`config.mk`:
```
export PLATFORM = sky130hd
export DESIGN_NAME = lidar_scan_collision_cone
export DESIGN_NICKNAME = d
export VERILOG_FILES = /design/src/sv/lscc_pkg.sv /design/src/sv/lidar_scan_collision_cone.sv /design/src/sv/lscc_unit.sv /design/src/sv/lscc_core.sv
export SDC_FILE = /design/constraint.sdc
export NUM_CORES = 2
export LEC_CHECK = 0
export BUFFER_PORTS_ARGS = -buffer_cell sky130_fd_sc_hd__buf_2
export CORE_ASPECT_RATIO = 0.9
export CORE_MARGIN = 1.5
export CORE_UTILIZATION = 50
export CTS_BUF_LIST = sky130_fd_sc_hd__clkbuf_16
export DETAILED_ROUTE_END_ITERATION = 8
export PLACE_DENSITY = 0.66
export SLEW_MARGIN = 5
export SYNTH_ARGS = -nofsm -noshare
export SYNTH_HDL_FRONTEND = slang
export SYNTH_HIERARCHICAL = 1
export SYNTH_SLANG_ARGS = --single-unit
export TNS_END_PERCENT = 50
```
`constraint.sdc`:
```
create_clock -name i_clk -period 13.9 [get_ports i_clk]
set_input_delay 2.085 -clock i_clk [delete_from_list [all_inputs] [get_ports i_clk]]
set_output_delay 2.085 -clock i_clk [all_outputs]
set_load 0.03 [all_outputs]
```
`src/sv/lscc_pkg.sv`:
```
`default_nettype none
package lscc_pkg;

    localparam int MAX_BEAMS_DEF = 2048;
    localparam int PI_Q          = 205887;
    localparam int TWO_PI_Q      = 2 * PI_Q;
    localparam int HALF_PI_Q     = 102944;
    localparam int NO_RANGE      = 141200;

    localparam int CFG_W = 20;
    localparam logic [2:0] CFG_BLIND      = 3'd0;
    localparam logic [2:0] CFG_RANGE_LOW  = 3'd1;
    localparam logic [2:0] CFG_RANGE_HIGH = 3'd2;
    localparam logic [2:0] CFG_SAFETY     = 3'd3;
    localparam logic [2:0] CFG_LOOK_AHEAD = 3'd4;
    localparam logic [2:0] CFG_START      = 3'd5;
    localparam logic [2:0] CFG_STEP       = 3'd6;

    typedef struct packed {
        logic [18:0]        blind_sector;
        logic [15:0]        range_low;
        logic [15:0]        range_high;
        logic [15:0]        safety_radius;
        logic [17:0]        look_ahead;
        logic signed [19:0] start_angle;
        logic [15:0]        angle_step;
    } t_cfg;

    typedef struct packed {
        logic start;
        logic sqrt_mode;
    } t_unit_ctl;

    function automatic logic [16:0] asin_t(input logic [4:0] k);
        logic [16:0] v;
        case (k)
            5'd0:    v = 17'd0;
            5'd1:    v = 17'd2048;
            5'd2:    v = 17'd4099;
            5'd3:    v = 17'd6153;
            5'd4:    v = 17'd8213;
            5'd5:    v = 17'd10282;
            5'd6:    v = 17'd12361;
            5'd7:    v = 17'd14453;
            5'd8:    v = 17'd16560;
            5'd9:    v = 17'd18684;
            5'd10:   v = 17'd20829;
            5'd11:   v = 17'd22997;
            5'd12:   v = 17'd25192;
            5'd13:   v = 17'd27417;
            5'd14:   v = 17'd29676;
            5'd15:   v = 17'd31973;
            default: v = 17'd34315;
        endcase
        return v;
    endfunction

endpackage
`default_nettype wire

```
`src/sv/lidar_scan_collision_cone.sv`:
```
// channel   dir  handshake                 payload
// in        in   i_in_valid / o_in_stall   i_range_cm, i_heading_offset, i_last_sample
// out       out  o_out_valid / i_out_stall o_nearest_range, o_cone_upper, o_cone_lower,
//                                          o_collision
// cfg       in   i_cfg_we                  i_cfg_idx, i_cfg_data
//
// A beam is skipped at the range and sector check, takes the saturated half angle, or
// goes through the divide and, when the ratio exceeds one half, the square root;
// one shift-subtract unit does both. The last beam of a scan then enters a finish state.
// Reset is synchronous, active low, and restores the scan state and config registers.
// A finished result waits in the output register while the next beam is taken; the last
// beam of a scan holds until that register is free.
`default_nettype none
module lidar_scan_collision_cone #(
    parameter int MAX_BEAMS = lscc_pkg::MAX_BEAMS_DEF
) (
    input  wire logic                       i_clk,
    input  wire logic                       i_rst_n,
    input  wire logic                       i_cfg_we,
    input  wire logic [2:0]                 i_cfg_idx,
    input  wire logic [lscc_pkg::CFG_W-1:0] i_cfg_data,
    input  wire logic                       i_in_valid,
    output logic                            o_in_stall,
    input  wire logic [15:0]                i_range_cm,
    input  wire logic signed [19:0]         i_heading_offset,
    input  wire logic                       i_last_sample,
    output logic                            o_out_valid,
    input  wire logic                       i_out_stall,
    output logic [17:0]                     o_nearest_range,
    output logic signed [19:0]              o_cone_upper,
    output logic signed [19:0]              o_cone_lower,
    output logic                            o_collision
);
    import lscc_pkg::*;

    t_cfg r_cfg;

    always_ff @(posedge i_clk) begin
        if (!i_rst_n) begin
            r_cfg.blind_sector  <= 19'd0;
            r_cfg.range_low     <= 16'd0;
            r_cfg.range_high    <= 16'd65535;
            r_cfg.safety_radius <= 16'd500;
            r_cfg.look_ahead    <= 18'd2000;
            r_cfg.start_angle   <= 20'sd0;
            r_cfg.angle_step    <= 16'd287;
        end else if (i_cfg_we) begin
            case (i_cfg_idx)
                CFG_BLIND:      r_cfg.blind_sector  <= i_cfg_data[18:0];
                CFG_RANGE_LOW:  r_cfg.range_low     <= i_cfg_data[15:0];
                CFG_RANGE_HIGH: r_cfg.range_high    <= i_cfg_data[15:0];
                CFG_SAFETY:     r_cfg.safety_radius <= i_cfg_data[15:0];
                CFG_LOOK_AHEAD: r_cfg.look_ahead    <= i_cfg_data[17:0];
                CFG_START:      r_cfg.start_angle   <= $signed(i_cfg_data[19:0]);
                CFG_STEP:       r_cfg.angle_step    <= i_cfg_data[15:0];
                default: ;
            endcase
        end
    end

    lscc_core #(
        .MAX_BEAMS (MAX_BEAMS)
    ) u_core (
        .i_clk            (i_clk),
        .i_rst_n          (i_rst_n),
        .i_cfg            (r_cfg),
        .i_in_valid       (i_in_valid),
        .o_in_stall       (o_in_stall),
        .i_range_cm       (i_range_cm),
        .i_heading_offset (i_heading_offset),
        .i_last_sample    (i_last_sample),
        .o_out_valid      (o_out_valid),
        .i_out_stall      (i_out_stall),
        .o_nearest_range  (o_nearest_range),
        .o_cone_upper     (o_cone_upper),
        .o_cone_lower     (o_cone_lower),
        .o_collision      (o_collision)
    );
endmodule
`default_nettype wire

```
`src/sv/lscc_unit.sv`:
```
`default_nettype none
module lscc_unit (
    input  wire logic                i_clk,
    input  wire logic                i_rst_n,
    input  wire lscc_pkg::t_unit_ctl i_ctl,
    input  wire logic [15:0]         i_dvd,
    input  wire logic [15:0]         i_dvs,
    input  wire logic [29:0]         i_rad,
    output logic                     o_done,
    output logic [15:0]              o_res
);
    import lscc_pkg::*;

    logic        r_busy;
    logic        r_done;
    logic        r_sqrt;
    logic [4:0]  r_cnt;
    logic [18:0] r_rem;
    logic [29:0] r_rad;
    logic [15:0] r_res;

    logic [18:0] sh;
    logic [18:0] trial;
    logic        ge;

    always_comb begin
        if (r_sqrt) begin
            sh    = {r_rem[16:0], r_rad[29:28]};
            trial = {1'b0, r_res, 2'b01};
        end else begin
            sh    = {r_rem[17:0], 1'b0};
            trial = {3'b000, i_dvs};
        end
        ge = (sh >= trial);
    end

    always_ff @(posedge i_clk) begin
        if (!i_rst_n) begin
            r_busy <= 1'b0;
            r_done <= 1'b0;
        end else begin
            r_done <= 1'b0;
            if (i_ctl.start) begin
                r_busy <= 1'b1;
                r_sqrt <= i_ctl.sqrt_mode;
                r_cnt  <= i_ctl.sqrt_mode ? 5'd15 : 5'd16;
                r_rem  <= i_ctl.sqrt_mode ? 19'd0 : {3'b000, i_dvd};
                r_rad  <= i_rad;
                r_res  <= 16'd0;
            end else if (r_busy) begin
                r_rem <= ge ? (sh - trial) : sh;
                r_res <= {r_res[14:0], ge};
                r_rad <= {r_rad[27:0], 2'b00};
                r_cnt <= r_cnt - 5'd1;
                if (r_cnt == 5'd1) begin
                    r_busy <= 1'b0;
                    r_done <= 1'b1;
                end
            end
        end
    end

    assign o_done = r_done;
    assign o_res  = r_res;
endmodule
`default_nettype wire

```
`src/sv/lscc_core.sv`:
```
`default_nettype none
module lscc_core #(
    parameter int MAX_BEAMS = lscc_pkg::MAX_BEAMS_DEF
) (
    input  wire logic               i_clk,
    input  wire logic               i_rst_n,
    input  wire lscc_pkg::t_cfg     i_cfg,
    input  wire logic               i_in_valid,
    output logic                    o_in_stall,
    input  wire logic [15:0]        i_range_cm,
    input  wire logic signed [19:0] i_heading_offset,
    input  wire logic               i_last_sample,
    output logic                    o_out_valid,
    input  wire logic               i_out_stall,
    output logic [17:0]             o_nearest_range,
    output logic signed [19:0]      o_cone_upper,
    output logic signed [19:0]      o_cone_lower,
    output logic                    o_collision
);
    import lscc_pkg::*;

    localparam int IW = (MAX_BEAMS > 2) ? $clog2(MAX_BEAMS) : 1;
    localparam int PW = IW + 16;
    localparam int TW = IW + 18;
    localparam int CW = TW + 2;

    typedef enum logic [8:0] {
        S_IDLE   = 9'b000000001,
        S_MUL    = 9'b000000010,
        S_CHECK  = 9'b000000100,
        S_DIV    = 9'b000001000,
        S_SQRT   = 9'b000010000,
        S_INTERP = 9'b000100000,
        S_MU     = 9'b001000000,
        S_EDGE   = 9'b010000000,
        S_FINISH = 9'b100000000
    } t_state;

    t_state             r_state;
    logic [IW-1:0]      r_idx;
    logic [IW-1:0]      r_bidx;
    logic               r_first;
    logic [17:0]        r_near;
    logic signed [19:0] r_up;
    logic signed [19:0] r_lo;
    logic [15:0]        r_r;
    logic signed [19:0] r_off;
    logic               r_last;
    logic [PW-1:0]      r_prod;
    logic signed [19:0] r_theta;
    logic [15:0]        r_arg;
    logic               r_dbl;
    logic [22:0]        r_mul;
    logic [17:0]        r_mu;
    logic               r_ovalid;
    logic [17:0]        r_onear;
    logic signed [19:0] r_oup;
    logic signed [19:0] r_olo;
    logic               r_ohit;

    t_unit_ctl   ctl;
    logic        u_done;
    logic [15:0] u_res;

    logic                 accept;
    logic [IW:0]          idx_inc;
    logic signed [TW-1:0] theta;
    logic [TW-1:0]        mag;
    logic signed [CW-1:0] lim;
    logic                 counts;
    logic                 sat;
    logic [4:0]           k;
    logic [11:0]          dk;
    logic [16:0]          asin_a;
    logic signed [18:0]   mu_big;
    logic signed [20:0]   up_n;
    logic signed [20:0]   lo_n;
    logic signed [20:0]   hu;
    logic signed [20:0]   hl;
    logic                 out_free;

    lscc_unit u_unit (
        .i_clk   (i_clk),
        .i_rst_n (i_rst_n),
        .i_ctl   (ctl),
        .i_dvd   (i_cfg.safety_radius),
        .i_dvs   (r_r),
        .i_rad   ({15'd0 - u_res[14:0], 15'd0}),
        .o_done  (u_done),
        .o_res   (u_res)
    );

    always_comb begin
        accept  = i_in_valid && (r_state == S_IDLE);
        idx_inc = {1'b0, r_idx} + (IW+1)'(1);
        theta   = -($signed({{(TW-20){i_cfg.start_angle[19]}}, i_cfg.start_angle})
                    + $signed({2'b00, r_prod}));
        mag     = theta[TW-1] ? TW'(-theta) : TW'(theta);
        lim     = $signed(CW'(TWO_PI_Q)) - $signed(CW'(i_cfg.blind_sector));
        counts  = !r_bidx[0] && ($signed({1'b0, mag, 1'b0}) < lim)
                  && (r_r > i_cfg.range_low) && (r_r < i_cfg.range_high);
        sat     = (r_r == 16'd0) || (i_cfg.safety_radius >= r_r);
        k       = r_arg[15:11];
        dk      = (k == 5'd16) ? 12'd0 : 12'(asin_t(k + 5'd1) - asin_t(k));
        asin_a  = asin_t(k) + 17'((r_mul + 23'd1024) >> 11);
        mu_big  = $signed(19'(HALF_PI_Q)) - $signed({1'b0, asin_a, 1'b0});
        up_n    = $signed({r_theta[19], r_theta}) + $signed({3'b000, r_mu});
        lo_n    = $signed({r_theta[19], r_theta}) - $signed({3'b000, r_mu});
        hu      = $signed({r_up[19], r_up}) - $signed({r_off[19], r_off});
        hl      = $signed({r_lo[19], r_lo}) - $signed({r_off[19], r_off});
        out_free = !r_ovalid || !i_out_stall;
        ctl.start     = 1'b0;
        ctl.sqrt_mode = 1'b0;
        if (r_state == S_CHECK && counts && !sat) begin
            ctl.start = 1'b1;
        end
        if (r_state == S_DIV && u_done && u_res > 16'd32768) begin
            ctl.start     = 1'b1;
            ctl.sqrt_mode = 1'b1;
        end
    end

    always_ff @(posedge i_clk) begin
        if (!i_rst_n) begin
            r_state  <= S_IDLE;
            r_idx    <= '0;
            r_first  <= 1'b1;
            r_near   <= 18'(NO_RANGE);
            r_up     <= '0;
            r_lo     <= '0;
            r_ovalid <= 1'b0;
        end else begin
            if (r_ovalid && !i_out_stall && r_state != S_FINISH) begin
                r_ovalid <= 1'b0;
            end
            case (r_state)
                S_IDLE: begin
                    if (accept) begin
                        r_r    <= i_range_cm;
                        r_off  <= i_heading_offset;
                        r_last <= i_last_sample;
                        r_bidx <= r_idx;
                        r_idx  <= (idx_inc >= (IW+1)'(MAX_BEAMS)) ? '0 : idx_inc[IW-1:0];
                        r_state <= S_MUL;
                    end
                end
                S_MUL: begin
                    r_prod  <= PW'(r_bidx * i_cfg.angle_step);
                    r_state <= S_CHECK;
                end
                S_CHECK: begin
                    r_theta <= theta[19:0];
                    if (!counts) begin
                        r_state <= r_last ? S_FINISH : S_IDLE;
                    end else if (sat) begin
                        r_mu    <= 18'(HALF_PI_Q);
                        r_state <= S_EDGE;
                    end else begin
                        r_state <= S_DIV;
                    end
                end
                S_DIV: begin
                    if (u_done) begin
                        r_arg   <= u_res;
                        r_dbl   <= 1'b0;
                        r_state <= (u_res > 16'd32768) ? S_SQRT : S_INTERP;
                    end
                end
                S_SQRT: begin
                    if (u_done) begin
                        r_arg   <= u_res;
                        r_dbl   <= 1'b1;
                        r_state <= S_INTERP;
                    end
                end
                S_INTERP: begin
                    r_mul   <= dk * r_arg[10:0];
                    r_state <= S_MU;
                end
                S_MU: begin
                    r_mu    <= r_dbl ? 18'(mu_big) : {1'b0, asin_a};
                    r_state <= S_EDGE;
                end
                S_EDGE: begin
                    if (r_first || up_n > $signed({r_up[19], r_up})) begin
                        r_up <= up_n[19:0];
                    end
                    if (r_first || lo_n < $signed({r_lo[19], r_lo})) begin
                        r_lo <= lo_n[19:0];
                    end
                    r_first <= 1'b0;
                    if ({2'b00, r_r} < r_near) begin
                        r_near <= {2'b00, r_r};
                    end
                    r_state <= r_last ? S_FINISH : S_IDLE;
                end
                S_FINISH: begin
                    if (out_free) begin
                        r_ovalid <= 1'b1;
                        r_onear  <= r_near;
                        r_oup    <= r_up;
                        r_olo    <= r_lo;
                        r_ohit   <= (r_near < i_cfg.look_ahead) && (hu > 0) && (hl < 0);
                        r_idx    <= '0;
                        r_first  <= 1'b1;
                        r_near   <= 18'(NO_RANGE);
                        r_state  <= S_IDLE;
                    end
                end
                default: r_state <= S_IDLE;
            endcase
        end
    end

    assign o_in_stall      = (r_state != S_IDLE);
    assign o_out_valid     = r_ovalid;
    assign o_nearest_range = r_onear;
    assign o_cone_upper    = r_oup;
    assign o_cone_lower    = r_olo;
    assign o_collision     = r_ohit;
endmodule
`default_nettype wire

```
==> reports/qor.txt <==
Slowest cell on crit path = xnor2_1
Fill cells = 7243
Reg area = 12480 um2
Syn Area/Cell = 9.449 um2
Setup TNS = 0 ps
Crit path launch type = flop
Top FF cell, synth = edfxtp_1
Die area = 83650 um2
Largest net degree at the start of global routing = 150
Post-CTS setup buffers = 0
Total congestion overflow = 0
Crit Reg-Reg Endpoint = u_core/r_mul[22]$_DFFE_PP_
MaxCap Viol Count = 0
Drt via density = 5.597
Reg with most FFs = r_cfg
Setup-failing EPs final = 0
Iter 0 DRT Violations = 2029
Critical Path AT = 9930 ps
Post-synth EDFFs = 271
Worst r2r src = u_core/r_arg[13]$_DFFE_PP_
# port buffers = 124
Part of the cycle the worst path needs = 68.97%
Die height = 274.5 um
CTS buffer count = 54
Hold Crit Start = r_cfg[27]$_SDFFE_PN0P_
Async set-or-reset flop fraction in the synthesized netlist = 0%
Commonest non-fill, non-tap cell in the layout = inv_1
RSZ-0062 raised after global routing = no
CTS HTree Levels = 2
Worst hold path class = reg -> reg
Clock Latency Late Sink = 630 ps
Pre-Repair DR Iteration Count = 5
Hold buffers post-CTS = 0
Share of cells above drive strength 1 = 7.633%
Final instance area = 44500 um2
I/O pin count = 126
Max Freq = 104.3 MHz
Cells on worst reg2reg path = 31
Power Density = 87.30 nW/um2
Resize count post-CTS = 0
Clock slew at reported path FFs = 60 ps
Vias in the first global route = 29560
Crit path largest cell delay = 830 ps
CTS tree = built
Clock Skew = 33.98 ps
Hold Fails Final Rpt = 0
Worst slew margin = 15.45%
Root buffer cell = clkbuf_16
Area growth syn-to-layout = 8.648%
Final nets = 5143
Total core area = 81130 um2
Total Power = 3.885 mW
Post-synthesis register bit count = 488
Critical path class = reg -> reg
CP Capture Type = flop
Synth warn = 6
Multi-input gate area = 26020 um2
Final std cells w/o fill = 5502
Dpl hpwl = 77690 um
Worst VDD drop = 0.00009629 V
R2R Setup Slk = 4310 ps
WHS Path Cells = 2
Cells after Synth = 4335
Die Wd = 304.7 um
Antenna violations before repair = 2
Hold path endpoint = r_cfg[27]$_SDFFE_PN0P_
Highest metal used = met5
RePlAce Congestion = 0.9047
Vias = 30790
Status = finished, final reports clean
Met3 WL = 5525 um
Initial Util = 50.48%
WP buf/inv = 3
Family with the most delay on the worst path = compound AO/OA/AOI/OAI gates
Drt total wl = 101000 um
LEAKAGE = 19.77 nW
Placed Area = 42570 um2
First-pass GRT wire length = 160700 um
Synthesized area = 40960 um2
Worst endpoint required time = 14240 ps
Seq/Total Area, Yosys = 30.47%
Post-route ant nets = 0
Clock sinks = 488
Number of distinct library cells after synthesis = 95
M1 WL = 49480 um
Placed cells = 5400
Tmin final = 9586 ps
Drt wl/cell = 18.37 um
Max FFs per register = 121
Most frequent cells in the layout = inv_1, ha_1, nand2_1
Max-slew violation count = 0
Largest registers = r_cfg x121, u_core/u_unit/r_rad x30, u_core/r_prod x27
Worst-Margin Slew = 1264 ps
Maximum fanout along the worst path = 14
Std cell rows = 99
Total GRT Usage = 23.87%
Cell count along the critical path = 31
WL met2 = 44500 um
Clk buf depth = 3
DRC = 0
-- power by group --
group	total, mW	internal [mW]	switching (mW)
registers	1.59	1.56	0.0300
logic	0.746	0.316	0.431
clock network	1.55	0.919	0.627
-- metal layers --
metal | up-vias | GRT usage, %
li1 | 15140 | -
met3 | 104 | 3.084
met5 | - | 0
met1 | 14800 | 34.96
met2 | 743 | 38.01
met4 | 2 | 4.487
-- stage by stage --
stage          hold WS, ps  worst slack [ps]  util, %
4_1_cts              459.9              4258    54.85
6_report             456.6              4314    54.85
3_5_place_dp         449.6              4318    52.47
3_3_place_gp         442.2              4380    52.47
2_1_floorplan        434.0              5533        -
5_1_grt              476.4              3531    54.85
-- worst max-delay path by stage --
stage / startpoint / end / slack (ps)
2_1_floorplan: u_core/r_arg[13]$_DFFE_PP_ / u_core/r_mul[22]$_DFFE_PP_ / 5530
3_3_place_gp: u_core/r_arg[11]$_DFFE_PP_ / u_core/r_mul[22]$_DFFE_PP_ / 4380
3_5_place_dp: u_core/r_arg[11]$_DFFE_PP_ / u_core/r_mul[22]$_DFFE_PP_ / 4320
4_1_cts: u_core/r_arg[11]$_DFFE_PP_ / u_core/r_mul[22]$_DFFE_PP_ / 4260
5_1_grt: u_core/r_arg[13]$_DFFE_PP_ / u_core/r_mul[22]$_DFFE_PP_ / 3530
6_report: u_core/r_arg[13]$_DFFE_PP_ / u_core/r_mul[22]$_DFFE_PP_ / 4310
-- cell families (layout without fill, tap and decap cells) --
family          Yosys count  in the layout  synth area share [%]
flops                   488            488                 30.47
buf+inv                 666            757                 6.308
fa+ha+maj               682            682                 24.87
compound gates          762            762                 12.49
mux                     233            233                 5.844
simple gates           1295           1295                 15.56
xor+xnor                208            208                 4.448
other cells               1             17              0.009155
-- area by class of cell --
type | instances | share of cell area (%)
multi-input cells | 3196 | 58.48
flip-flops and latches | 488 | 28.05
inverters | 504 | 4.251
clock buffers | 59 | 3.318
well taps | 1060 | 2.980
repair buffers | 152 | 1.901
clock inverters | 42 | 1.018
diodes | 1 | 0.005623
-- tightest hold or removal path: stages, from the launching register on --
cell and delay, ps:
dfxtp_1 300, nand2_1 50, mux2i_1 50
-- cells in the mapped netlist, drive strengths merged (9+ instances only) --
cell type  count  area, um2
a2111oi       11      96.34
a211o         10      87.58
a211oi        41      307.8
a21boi        15      112.6
a21o          81      608.1
a21oi        179      895.9
a31oi         20      125.1
a41oi         28      245.2
and2         146      913.4
and3          33      206.5
buf           29      192.7
clkbuf       133      499.2
dfxtp        217       4344
edfxtp       271       8138
fa           220       4404
ha           462       5781
inv          504       1892
mux2          49      551.8
mux2i        184       1842
nand2        418       1569
nand2b        42      262.8
nand3         67      335.3
nand4         32      200.2
nor2         261      979.7
nor2b        102      638.1
nor3          76      380.4
nor4          16      100.1
o211a          9      90.09
o211ai        26      205.2
o21a          46      345.3
o21ai        153      769.5
o21bai        12      90.09
o22ai         21      131.4
o31ai         20      150.1
or2           14      87.58
or3           26      162.7
or4           12      97.59
xnor2        129       1130
xor2          79      691.9
Power figures use the tool's default switching activity.
